### config.mk
export PLATFORM = sky130hd
export DESIGN_NAME = shared_array_multi_stack
export DESIGN_NICKNAME = d
export VERILOG_FILES = /design/src/rtl/sams_pkg.sv /design/src/rtl/sams_queue.sv /design/src/rtl/sams_engine.sv /design/src/rtl/shared_array_multi_stack.sv
export SDC_FILE = /design/constraint.sdc
export NUM_CORES = 2
export LEC_CHECK = 0
export ABC_CLOCK_PERIOD_IN_PS = 6500
export BUFFER_PORTS_ARGS = -buffer_cell sky130_fd_sc_hd__buf_2
export CAP_MARGIN = 20
export CORE_UTILIZATION = 46
export CTS_CLUSTER_DIAMETER = 40
export DETAILED_ROUTE_END_ITERATION = 10
export SLEW_MARGIN = 40
export SYNTH_ARGS = -nofsm -noshare
export SYNTH_HDL_FRONTEND = slang
export SYNTH_SLANG_ARGS = --single-unit
### constraint.sdc
create_clock -name clk -period 6.5 [get_ports clk]
set_clock_uncertainty 0.05 [all_clocks]
set_input_delay 1.3 -clock clk [delete_from_list [all_inputs] [get_ports clk]]
set_output_delay 1.3 -clock clk [all_outputs]
set_load 0.05 [all_outputs]
### src/rtl/sams_pkg.sv
// ----------------------------------------------------------------------------
// sams_pkg
// Shared types and constants for the multi-stack block.
// ----------------------------------------------------------------------------
package sams_pkg;

  localparam int DEPTH      = 64;
  localparam int MAX_STACKS = 8;
  localparam int WORD_BITS  = 32;

  localparam int ADDR_W = $clog2(DEPTH);
  localparam int PTR_W  = ADDR_W + 1;
  localparam int SID_W  = $clog2(MAX_STACKS);
  localparam int CNT_W  = SID_W + 1;

  typedef enum logic [1:0] {
    OP_PUSH    = 2'd0,
    OP_POP     = 2'd1,
    OP_DISPLAY = 2'd2,
    OP_LAYOUT  = 2'd3
  } op_t;

  typedef enum logic [1:0] {
    ST_OK     = 2'd0,
    ST_FULL   = 2'd1,
    ST_EMPTY  = 2'd2,
    ST_BAD_ID = 2'd3
  } status_t;

  localparam logic CFG_TOTAL_SIZE  = 1'b0;
  localparam logic CFG_STACK_COUNT = 1'b1;

  typedef struct packed {
    op_t                   op;
    logic [2:0]            id;
    logic [WORD_BITS-1:0]  val;
  } req_t;

  typedef enum logic [3:0] {
    S_CLAMP, S_DIV, S_LAY, S_IDLE, S_DEC, S_NXCHK, S_SH_RD, S_SH_WR,
    S_FIX, S_PUSH, S_POP, S_DISP_RD, S_DISP_OUT, S_RESP
  } state_t;

endpackage

### src/rtl/sams_queue.sv
// ----------------------------------------------------------------------------
// sams_queue
// Two-entry request queue between the input port and the execution engine.
// ----------------------------------------------------------------------------
module sams_queue import sams_pkg::*; (
  input  logic clk,
  input  logic rst,
  input  logic in_valid,
  output logic in_ready,
  input  req_t in_req,
  output logic q_valid,
  input  logic q_pop,
  output req_t q_req
);

  req_t       slots [2];
  logic       wr_ptr;
  logic       rd_ptr;
  logic [1:0] count;
  logic       push;
  logic       pop;

  assign in_ready = (count != 2'd2);
  assign q_valid  = (count != 2'd0);
  assign q_req    = slots[rd_ptr];
  assign push     = in_valid && in_ready;
  assign pop      = q_pop && q_valid;

  always_ff @(posedge clk) begin
    if (rst) begin
      wr_ptr <= 1'b0;
      rd_ptr <= 1'b0;
      count  <= 2'd0;
    end else begin
      if (push) begin
        wr_ptr <= ~wr_ptr;
      end
      if (pop) begin
        rd_ptr <= ~rd_ptr;
      end
      count <= count + {1'b0, push} - {1'b0, pop};
    end
  end

  always_ff @(posedge clk) begin
    if (push) begin
      slots[wr_ptr] <= in_req;
    end
  end

  a_count_max: assert property (@(posedge clk) disable iff (rst) count <= 2'd2)
    else $error("queue count overflow");
  a_no_pop_empty: assert property (@(posedge clk) disable iff (rst)
    (count == 2'd0) |-> !pop) else $error("pop from empty queue");
  a_count_step: assert property (@(posedge clk) disable iff (rst)
    (push && !pop) |=> (count == $past(count) + 2'd1)) else $error("count step");

endmodule

### src/rtl/sams_engine.sv
// ----------------------------------------------------------------------------
// sams_engine
// Executes requests against the stack tables and the shared slot memory.
// ----------------------------------------------------------------------------
module sams_engine import sams_pkg::*; (
  input  logic                 clk,
  input  logic                 rst,
  input  logic                 q_valid,
  input  req_t                 q_req,
  output logic                 q_pop,
  input  logic                 cfg_valid,
  input  logic                 cfg_index,
  input  logic [6:0]           cfg_data,
  output logic                 out_valid,
  input  logic                 out_ready,
  output logic [1:0]           status,
  output logic [31:0]          data_word,
  output logic                 last
);

  state_t state;
  state_t state_next;

  logic [6:0] cfg_total;
  logic [3:0] cfg_count;

  logic [PTR_W-1:0] base [MAX_STACKS];
  logic [PTR_W-1:0] ptr  [MAX_STACKS];
  logic [PTR_W-1:0] lim1 [MAX_STACKS];
  logic [CNT_W-1:0] live;

  logic [WORD_BITS-1:0] mem [DEPTH];
  logic [WORD_BITS-1:0] rdata;
  logic                 mem_we;
  logic [ADDR_W-1:0]    mem_wa;
  logic [WORD_BITS-1:0] mem_wd;
  logic                 mem_re;
  logic [ADDR_W-1:0]    mem_ra;

  op_t                  op;
  logic [2:0]           id;
  logic [WORD_BITS-1:0] val;
  logic [PTR_W-1:0]     cp, cl, nb, np;
  logic [PTR_W-1:0]     idx;
  logic [6:0]           t_r;
  logic [CNT_W-1:0]     s_r;
  logic [6:0]           rem;
  logic [6:0]           per;
  logic [7:0]           acc;
  logic [SID_W-1:0]     lay_i;
  logic                 lay_resp;
  status_t              rsp_status;
  logic [31:0]          rsp_data;

  logic [SID_W-1:0] tsel;
  logic [PTR_W-1:0] rb, rp, rl;
  logic             out_free;
  logic             bad_id;
  logic             no_next;
  logic             disp_last;
  logic [6:0]       t_clamp;
  logic [CNT_W-1:0] s_clamp;

  assign tsel      = (state == S_NXCHK) ? SID_W'(id + 3'd1) : SID_W'(id);
  assign rb        = base[tsel];
  assign rp        = ptr[tsel];
  assign rl        = lim1[tsel];
  assign out_free  = !out_valid || out_ready;
  assign bad_id    = ({1'b0, id} >= live);
  assign no_next   = (({1'b0, id} + 4'd1) >= live);
  assign disp_last = ((idx + 7'd1) == cp);

  always_comb begin
    t_clamp = cfg_total;
    if (cfg_total < 7'd4) t_clamp = 7'd4;
    if (cfg_total > 7'(DEPTH)) t_clamp = 7'(DEPTH);
    s_clamp = cfg_count;
    if (cfg_count < 4'd3) s_clamp = 4'd3;
    if (cfg_count > 4'(MAX_STACKS)) s_clamp = 4'(MAX_STACKS);
    if ({3'b0, s_clamp} >= t_clamp) s_clamp = CNT_W'(t_clamp - 7'd1);
  end

  // next state
  always_comb begin
    state_next = state;
    unique case (state)
      S_CLAMP: state_next = S_DIV;
      S_DIV:   if (rem < {3'b0, s_r}) state_next = S_LAY;
      S_LAY: begin
        if (lay_i == SID_W'(MAX_STACKS - 1)) state_next = lay_resp ? S_RESP : S_IDLE;
      end
      S_IDLE: if (q_valid) state_next = S_DEC;
      S_DEC: begin
        priority if (op == OP_LAYOUT) state_next = S_CLAMP;
        else if (bad_id) state_next = S_RESP;
        else if (op == OP_PUSH) begin
          priority if (rp < rl) state_next = S_PUSH;
          else if (no_next) state_next = S_RESP;
          else state_next = S_NXCHK;
        end
        else if (rp == rb) state_next = S_RESP;
        else if (op == OP_POP) state_next = S_POP;
        else state_next = S_DISP_RD;
      end
      S_NXCHK: begin
        priority if (rp >= rl) state_next = S_RESP;
        else if (rp == rb) state_next = S_FIX;
        else state_next = S_SH_RD;
      end
      S_SH_RD:  state_next = S_SH_WR;
      S_SH_WR:  state_next = (idx == nb) ? S_FIX : S_SH_RD;
      S_FIX:    state_next = S_PUSH;
      S_PUSH:   state_next = S_RESP;
      S_POP:    state_next = S_RESP;
      S_RESP:   if (out_free) state_next = S_IDLE;
      S_DISP_RD: state_next = S_DISP_OUT;
      S_DISP_OUT: if (out_free) state_next = disp_last ? S_IDLE : S_DISP_RD;
      default:  state_next = S_IDLE;
    endcase
  end

  // strobes
  always_comb begin
    q_pop  = 1'b0;
    mem_we = 1'b0;
    mem_wa = ADDR_W'(idx + 7'd1);
    mem_wd = rdata;
    mem_re = 1'b0;
    mem_ra = ADDR_W'(idx);
    unique case (state)
      S_IDLE: q_pop = q_valid;
      S_DEC: begin
        mem_re = 1'b1;
        mem_ra = ADDR_W'(rp - 7'd1);
      end
      S_SH_RD, S_DISP_RD: mem_re = 1'b1;
      S_SH_WR: mem_we = 1'b1;
      S_PUSH: begin
        mem_we = 1'b1;
        mem_wa = ADDR_W'(cp);
        mem_wd = val;
      end
      default: ;
    endcase
  end

  always_ff @(posedge clk) begin
    if (mem_we) mem[mem_wa] <= mem_wd;
    if (mem_re) rdata <= mem[mem_ra];
  end

  always_ff @(posedge clk) begin
    if (rst) begin
      state     <= S_CLAMP;
      cfg_total <= 7'd64;
      cfg_count <= 4'd4;
      lay_resp  <= 1'b0;
      out_valid <= 1'b0;
      live      <= 4'd4;
    end else begin
      state <= state_next;
      if (cfg_valid) begin
        if (cfg_index == CFG_TOTAL_SIZE) cfg_total <= cfg_data;
        if (cfg_index == CFG_STACK_COUNT) cfg_count <= cfg_data[3:0];
      end
      if (out_valid && out_ready) out_valid <= 1'b0;
      if ((state == S_RESP || state == S_DISP_OUT) && out_free) out_valid <= 1'b1;
      if (state == S_LAY && lay_i == SID_W'(MAX_STACKS - 1)) live <= s_r;
      if (state == S_DEC && op == OP_LAYOUT) lay_resp <= 1'b1;
    end
  end

  // datapath
  always_ff @(posedge clk) begin
    unique case (state)
      S_CLAMP: begin
        t_r   <= t_clamp;
        s_r   <= s_clamp;
        rem   <= t_clamp;
        per   <= 7'd0;
        acc   <= 8'd0;
        lay_i <= '0;
      end
      S_DIV: begin
        if (rem >= {3'b0, s_r}) begin
          rem <= rem - {3'b0, s_r};
          per <= per + 7'd1;
        end
      end
      S_LAY: begin
        base[lay_i] <= ({1'b0, lay_i} < s_r) ? PTR_W'(acc) : t_r;
        ptr[lay_i]  <= ({1'b0, lay_i} < s_r) ? PTR_W'(acc) : t_r;
        lim1[lay_i] <= (({1'b0, lay_i} + 4'd1) < s_r) ? PTR_W'(acc + {1'b0, per}) : t_r;
        acc         <= acc + {1'b0, per};
        lay_i       <= lay_i + 1'b1;
        rsp_status  <= ST_OK;
        rsp_data    <= '0;
      end
      S_IDLE: begin
        op  <= q_req.op;
        id  <= q_req.id;
        val <= q_req.val;
      end
      S_DEC: begin
        cp <= rp;
        cl <= rl;
        rsp_data <= '0;
        priority if (bad_id) rsp_status <= ST_BAD_ID;
        else if (op == OP_PUSH) rsp_status <= ST_FULL;
        else rsp_status <= ST_EMPTY;
        idx <= rb;
      end
      S_NXCHK: begin
        nb  <= rb;
        np  <= rp;
        idx <= rp - 7'd1;
      end
      S_SH_WR: idx <= idx - 7'd1;
      S_FIX: begin
        base[SID_W'(id + 3'd1)] <= nb + 7'd1;
        ptr[SID_W'(id + 3'd1)]  <= np + 7'd1;
        lim1[SID_W'(id)]        <= cl + 7'd1;
      end
      S_PUSH: begin
        ptr[SID_W'(id)] <= cp + 7'd1;
        rsp_status      <= ST_OK;
      end
      S_POP: begin
        ptr[SID_W'(id)] <= cp - 7'd1;
        rsp_status      <= ST_OK;
        rsp_data        <= 32'(signed'(rdata));
      end
      S_DISP_OUT: if (out_free) idx <= idx + 7'd1;
      default: ;
    endcase
  end

  always_ff @(posedge clk) begin
    if (state == S_RESP && out_free) begin
      status    <= rsp_status;
      data_word <= rsp_data;
      last      <= 1'b1;
    end else if (state == S_DISP_OUT && out_free) begin
      status    <= ST_OK;
      data_word <= 32'(signed'(rdata));
      last      <= disp_last;
    end
  end

  a_live_range: assert property (@(posedge clk) disable iff (rst)
    (live >= 4'd3) && (live <= 4'(MAX_STACKS))) else $error("live count out of range");
  a_shift_bound: assert property (@(posedge clk) disable iff (rst)
    (state == S_SH_WR) |-> (idx >= nb)) else $error("shift below next base");
  a_push_in_room: assert property (@(posedge clk) disable iff (rst)
    (state == S_PUSH) |-> (cp < DEPTH)) else $error("push address out of range");

endmodule

### src/rtl/shared_array_multi_stack.sv
// ----------------------------------------------------------------------------
// shared_array_multi_stack
// Up to eight stacks sharing one 64-word memory, with borrow on full.
// ----------------------------------------------------------------------------
// Requests enter a two-entry queue and are executed one at a time by the
// engine. A push that borrows a slot first moves every entry of the next stack
// up by one, each read from memory and then written back. Display emits one
// result per word, each word read before it is output. A layout (opcode 3)
// runs a subtract-loop divider and a one-stack-per-cycle table sweep; the same
// divide and sweep run after reset, during which no request is taken from the
// queue. A stalled output holds the engine in its response and display states.
// Configuration writes are taken at any time and apply at the next layout.
module shared_array_multi_stack import sams_pkg::*; (
  input  logic        clk,
  input  logic        rst,
  input  logic        in_valid,
  output logic        in_ready,
  input  logic [1:0]  opcode,
  input  logic [2:0]  stack_id,
  input  logic [31:0] push_value,
  input  logic        cfg_valid,
  output logic        cfg_ready,
  input  logic        cfg_index,
  input  logic [6:0]  cfg_data,
  output logic        out_valid,
  input  logic        out_ready,
  output logic [1:0]  status,
  output logic [31:0] data_word,
  output logic        last
);

  req_t in_req;
  req_t q_req;
  logic q_valid;
  logic q_pop;

  // front: accept and hold requests
  assign in_req.op  = op_t'(opcode);
  assign in_req.id  = stack_id;
  assign in_req.val = push_value;
  assign cfg_ready  = 1'b1;

  sams_queue u_queue (
    .clk      (clk),
    .rst      (rst),
    .in_valid (in_valid),
    .in_ready (in_ready),
    .in_req   (in_req),
    .q_valid  (q_valid),
    .q_pop    (q_pop),
    .q_req    (q_req)
  );

  // back: execute against tables and memory
  sams_engine u_engine (
    .clk       (clk),
    .rst       (rst),
    .q_valid   (q_valid),
    .q_req     (q_req),
    .q_pop     (q_pop),
    .cfg_valid (cfg_valid),
    .cfg_index (cfg_index),
    .cfg_data  (cfg_data),
    .out_valid (out_valid),
    .out_ready (out_ready),
    .status    (status),
    .data_word (data_word),
    .last      (last)
  );

endmodule

==> parameters.txt <==
Parameter                              Value

Setup path
  Type of the worst setup path    reg -> reg
  Largest stage delay, worst path    a little under 0.8 ns
  CP most frequent cell    buf_4
  Critical-path cell with the highest stage delay    nand3_1
  Element type at the critical path start    flip-flop
  R2r worst-path depth    16
  Required time of the critical path    just over 7 ns
  Critical Path End    u_engine.rdata[28]
  Worst path top cell family by delay    buffers and inverters
  List of cells traversed by the critical path    buf_4 -> buf_4 -> mux2_2 -> a2111oi_2 -> mux2i_2 -> buf_4 -> inv_1 -> ha_1 -> inv_1 -> nor4_1 -> xnor2_1 -> o21ai_2 -> nand3_1 -> buf_4 -> o32ai_1 -> or4_1
  Worst Setup SP    u_engine.id[0]
  Reg2reg setup slack    0.55 ns
  Worst setup EP type    flip-flop
  Number of buffers and inverters on the critical path    6
  Worst reg2reg path startpoint    u_engine.id[0]
  Largest fanout on the critical path    30
  Critical R2R Capture    u_engine.rdata[28]
  Worst endpoint data arrival time    6.72 ns
  Stages on worst setup path    16

Placed design
  Number of placed cells counting well taps    roughly 10000
  Cell area reported after detailed placement    roughly 110000 um2
  Post-detailed-placement half-perimeter wirelength    roughly 190000 um
  Final Wtd Congestion    about 0.94
  Port Buffer Count    86
  Placement Setup Slack    about 0.65 ns

STA
  RSZ-0062 raised after global routing    no
  TNS Setup    0 ns
  Final Setup Violations    0
  Max frequency    roughly 0.17 GHz
  Final hold violation count    0
  Final cycle utilization of the critical path    roughly 90%
  Transition time of the tightest slew-check pin    slightly above 1 ns
  Final critical path time including I/O delays and setup    roughly 6 ns
  Worst Slack Setup Final    0.550 ns
  Worst-case headroom to the max-slew limit    between 30% and 40%
  Max Transition Viols Final    0

Floorplanning
  Die footprint    between 200000 and 250000 um2
  Initial Util    between 40% and 50%
  Height of the die    between 400 and 500 um
  Die X-Extent    473 um
  Standard-cell rows    approximately 170
  Number of placed I/O pins    approximately 90
  Core Box Area    220000 um2

Clocking
  Count of H-tree levels built during CTS    5
  Sinks on the clock net    around 2500
  Clock tree from TritonCTS    built
  Clock edge transition at the registers on the reported setup and hold paths    about 0.060 ns
  Quantity of hold-fixing buffers added after cts    0
  Gates resized, CTS repair    0
  Source-to-sink clock delay at the later pin of the worst-skew pair    about 0.95 ns
  Worst-case clock buffer depth    4
  CTS Root Cell    clkbuf_16
  Number of setup buffers added after CTS    0
  Number of CTS-inserted buffers    approximately 340

Drt
  Wire length per cell    roughly 28 um
  Total wire length    304000 um
  Via density    6.04
  Total DRC errors in the routed layout    0
  Post-detailed-route count of antenna-violating nets    0
  Total vias in the final route    64353
  DR iter-0 viols    slightly above 8000
  Router iterations before antenna repair    8

Layout
  Register Area    75500 um2
  Share of cells above drive strength 1    17.2%
  Final Instance Count excl. Fillers    between 10000 and 15000
  Post-Layout Inst Area    about 120000 um2
  Total of fill cells in the finished design    17536
  Area overhead of the layout relative to synthesis    17.0%
  Final core utilization    54.2%
  Post-layout net count    about 7500
  Area occupied by multi-input gates    25400 um2

Synthesis
  Share of the yosys chip area belonging to registers    approximately three quarters
  Synth top area share    about three quarters
  Yosys warning count    0
  Flip-flop cell with the highest count after synthesis    edfxtp_1
  Syn Area/Cell    approximately 14 um2
  Cell count after synthesis    7145
  Area of the mapped netlist    between 100000 and 150000 um2
  Number of unique standard cell types used by synthesis    78
  Number of nets in the synthesized netlist    7249
  Cell type contributing the most total cell area after synthesis    edfxtp_1
  EDFF count, synth    2497
  Synth async-reset ratio    0%
  Top post-synthesis cells by area    edfxtp_1 73%, nand2_1 6.3%, nand3_1 2.5%, mux4_2 2.4%, mux2i_1 1.4%
  FF+latch count, synth    approximately 2500

Outcome
  Run status    completed

Global route
  Total global routing track utilization    about a quarter
  Number of global-route vias before repair    a little over 60000
  Global-route congestion overflow total    0
  Initial antenna violation count    10
  Maximum number of pins on one net before global-route repair    82
  Global-route wire length before repair    between 400000 and 500000 um

Power and ir drop
  Pleak    about 40 nW
  Worst VDD drop    between 200 and 300 uV
  PD cells    roughly 370 nW/um2

Hold path
  Kind of path behind the tightest hold check    reg -> reg

Flow run
  Max Cap Violations    0
## power breakdown
group          leakage (nW)  total [W]  internal, W  switching [W]
clock network          5.25     0.0180       0.0109        0.00710
logic                  13.0    0.00650      0.00191        0.00458
registers              22.8     0.0191       0.0189       0.000257
## per-layer routing
metal	GRT usage (%)	wire, um	up-vias
met5	0	19	-
met4	8.92	10500	2
met3	5.75	31300	576
li1	-	-	27687
met2	40.2	136000	3389
met1	38.5	125000	32699
## tightest hold or removal path, cell delays in order (launching register included)
cell and delay, ns:
dfxtp_1 0.31, nand2_1 0.06, a21oi_1 0.06
## sequential cells by signal (all words and copies together) (netlist names), 32 cells and up
| name | flops |
|---|---|
| u_engine.mem | 2048 |
| u_queue.slots | 74 |
| u_engine.base | 56 |
| u_engine.lim1 | 56 |
| u_engine.ptr | 56 |
| u_engine.data_word | 32 |
| u_engine.rdata | 32 |
| u_engine.rsp_data | 32 |
| u_engine.val | 32 |
## layout make-up
cell class | instances | area share, %
clock buffers | 372 | 7.26
flip-flops and latches | 2523 | 63.2
clock inverters | 216 | 1.83
well taps | 2958 | 3.10
inverters | 59 | 0.185
repair buffers | 407 | 3.11
multi-input cells | 4116 | 21.3
diodes | 4 | 0.00838
## cells in the mapped netlist (all sizes together), types with 34 or more instances
cell       n
and3     167
xnor2     50
a221oi   111
nand2   1716
clkbuf   303
ha        51
mux2     111
buf      144
nand4     35
a21oi    230
o21ai     46
nand3    510
mux2i    150
mux4     111
inv       58
a31oi    174
o22ai     34
a211oi    48
nor2     165
nor3      49
edfxtp  2497
a32oi     44
## through the flow
step,power [W],hold slack (ns)
after floorplan,0.0231,0.386
after global placement,0.0257,0.402
after detailed placement,0.0258,0.408
after CTS,0.0437,0.423
after global routing,0.0449,0.432
final,0.0436,0.425
## kinds of logic after synthesis
group / synth area share [%]
AND/OR/NAND/NOR: 11.7
flip-flops: 74.0
AO/OA/AOI/OAI: 5.70
buffers and inverters: 2.04
multiplexers: 5.18
XOR/XNOR: 0.695
adder cells (fa/ha/maj): 0.684
other: 0.00367
## how the worst min path moves through the flow
stage	startpoint	endpoint	slack, ns	cells past startpoint
floorplan	u_engine.cfg_count[0]	u_engine.cfg_count[0]	0.39	2
global placement	u_engine.cfg_count[0]	u_engine.cfg_count[0]	0.40	2
detailed placement	u_engine.cfg_count[0]	u_engine.cfg_count[0]	0.41	2
CTS	u_engine.cfg_count[1]	u_engine.cfg_count[1]	0.42	2
global route	u_engine.live[1]	u_engine.live[1]	0.43	2
finish	u_engine.cfg_count[1]	u_engine.cfg_count[1]	0.43	2
## layout by cell type (no fill, tap or decap), types with 86 or more instances in the layout
cell type,Yosys,final
edfxtp_1,2497,2497
nand2_1,1713,1676
nand3_1,508,507
clkbuf_16,0,342
buf_4,10,246
a21oi_1,229,227
a31oi_1,174,174
and3_1,167,165
mux2i_1,146,146
mux4_2,111,111
a221oi_1,111,110
mux2_2,106,106
buf_2,90,86
(Power assumes the default switching activity.)
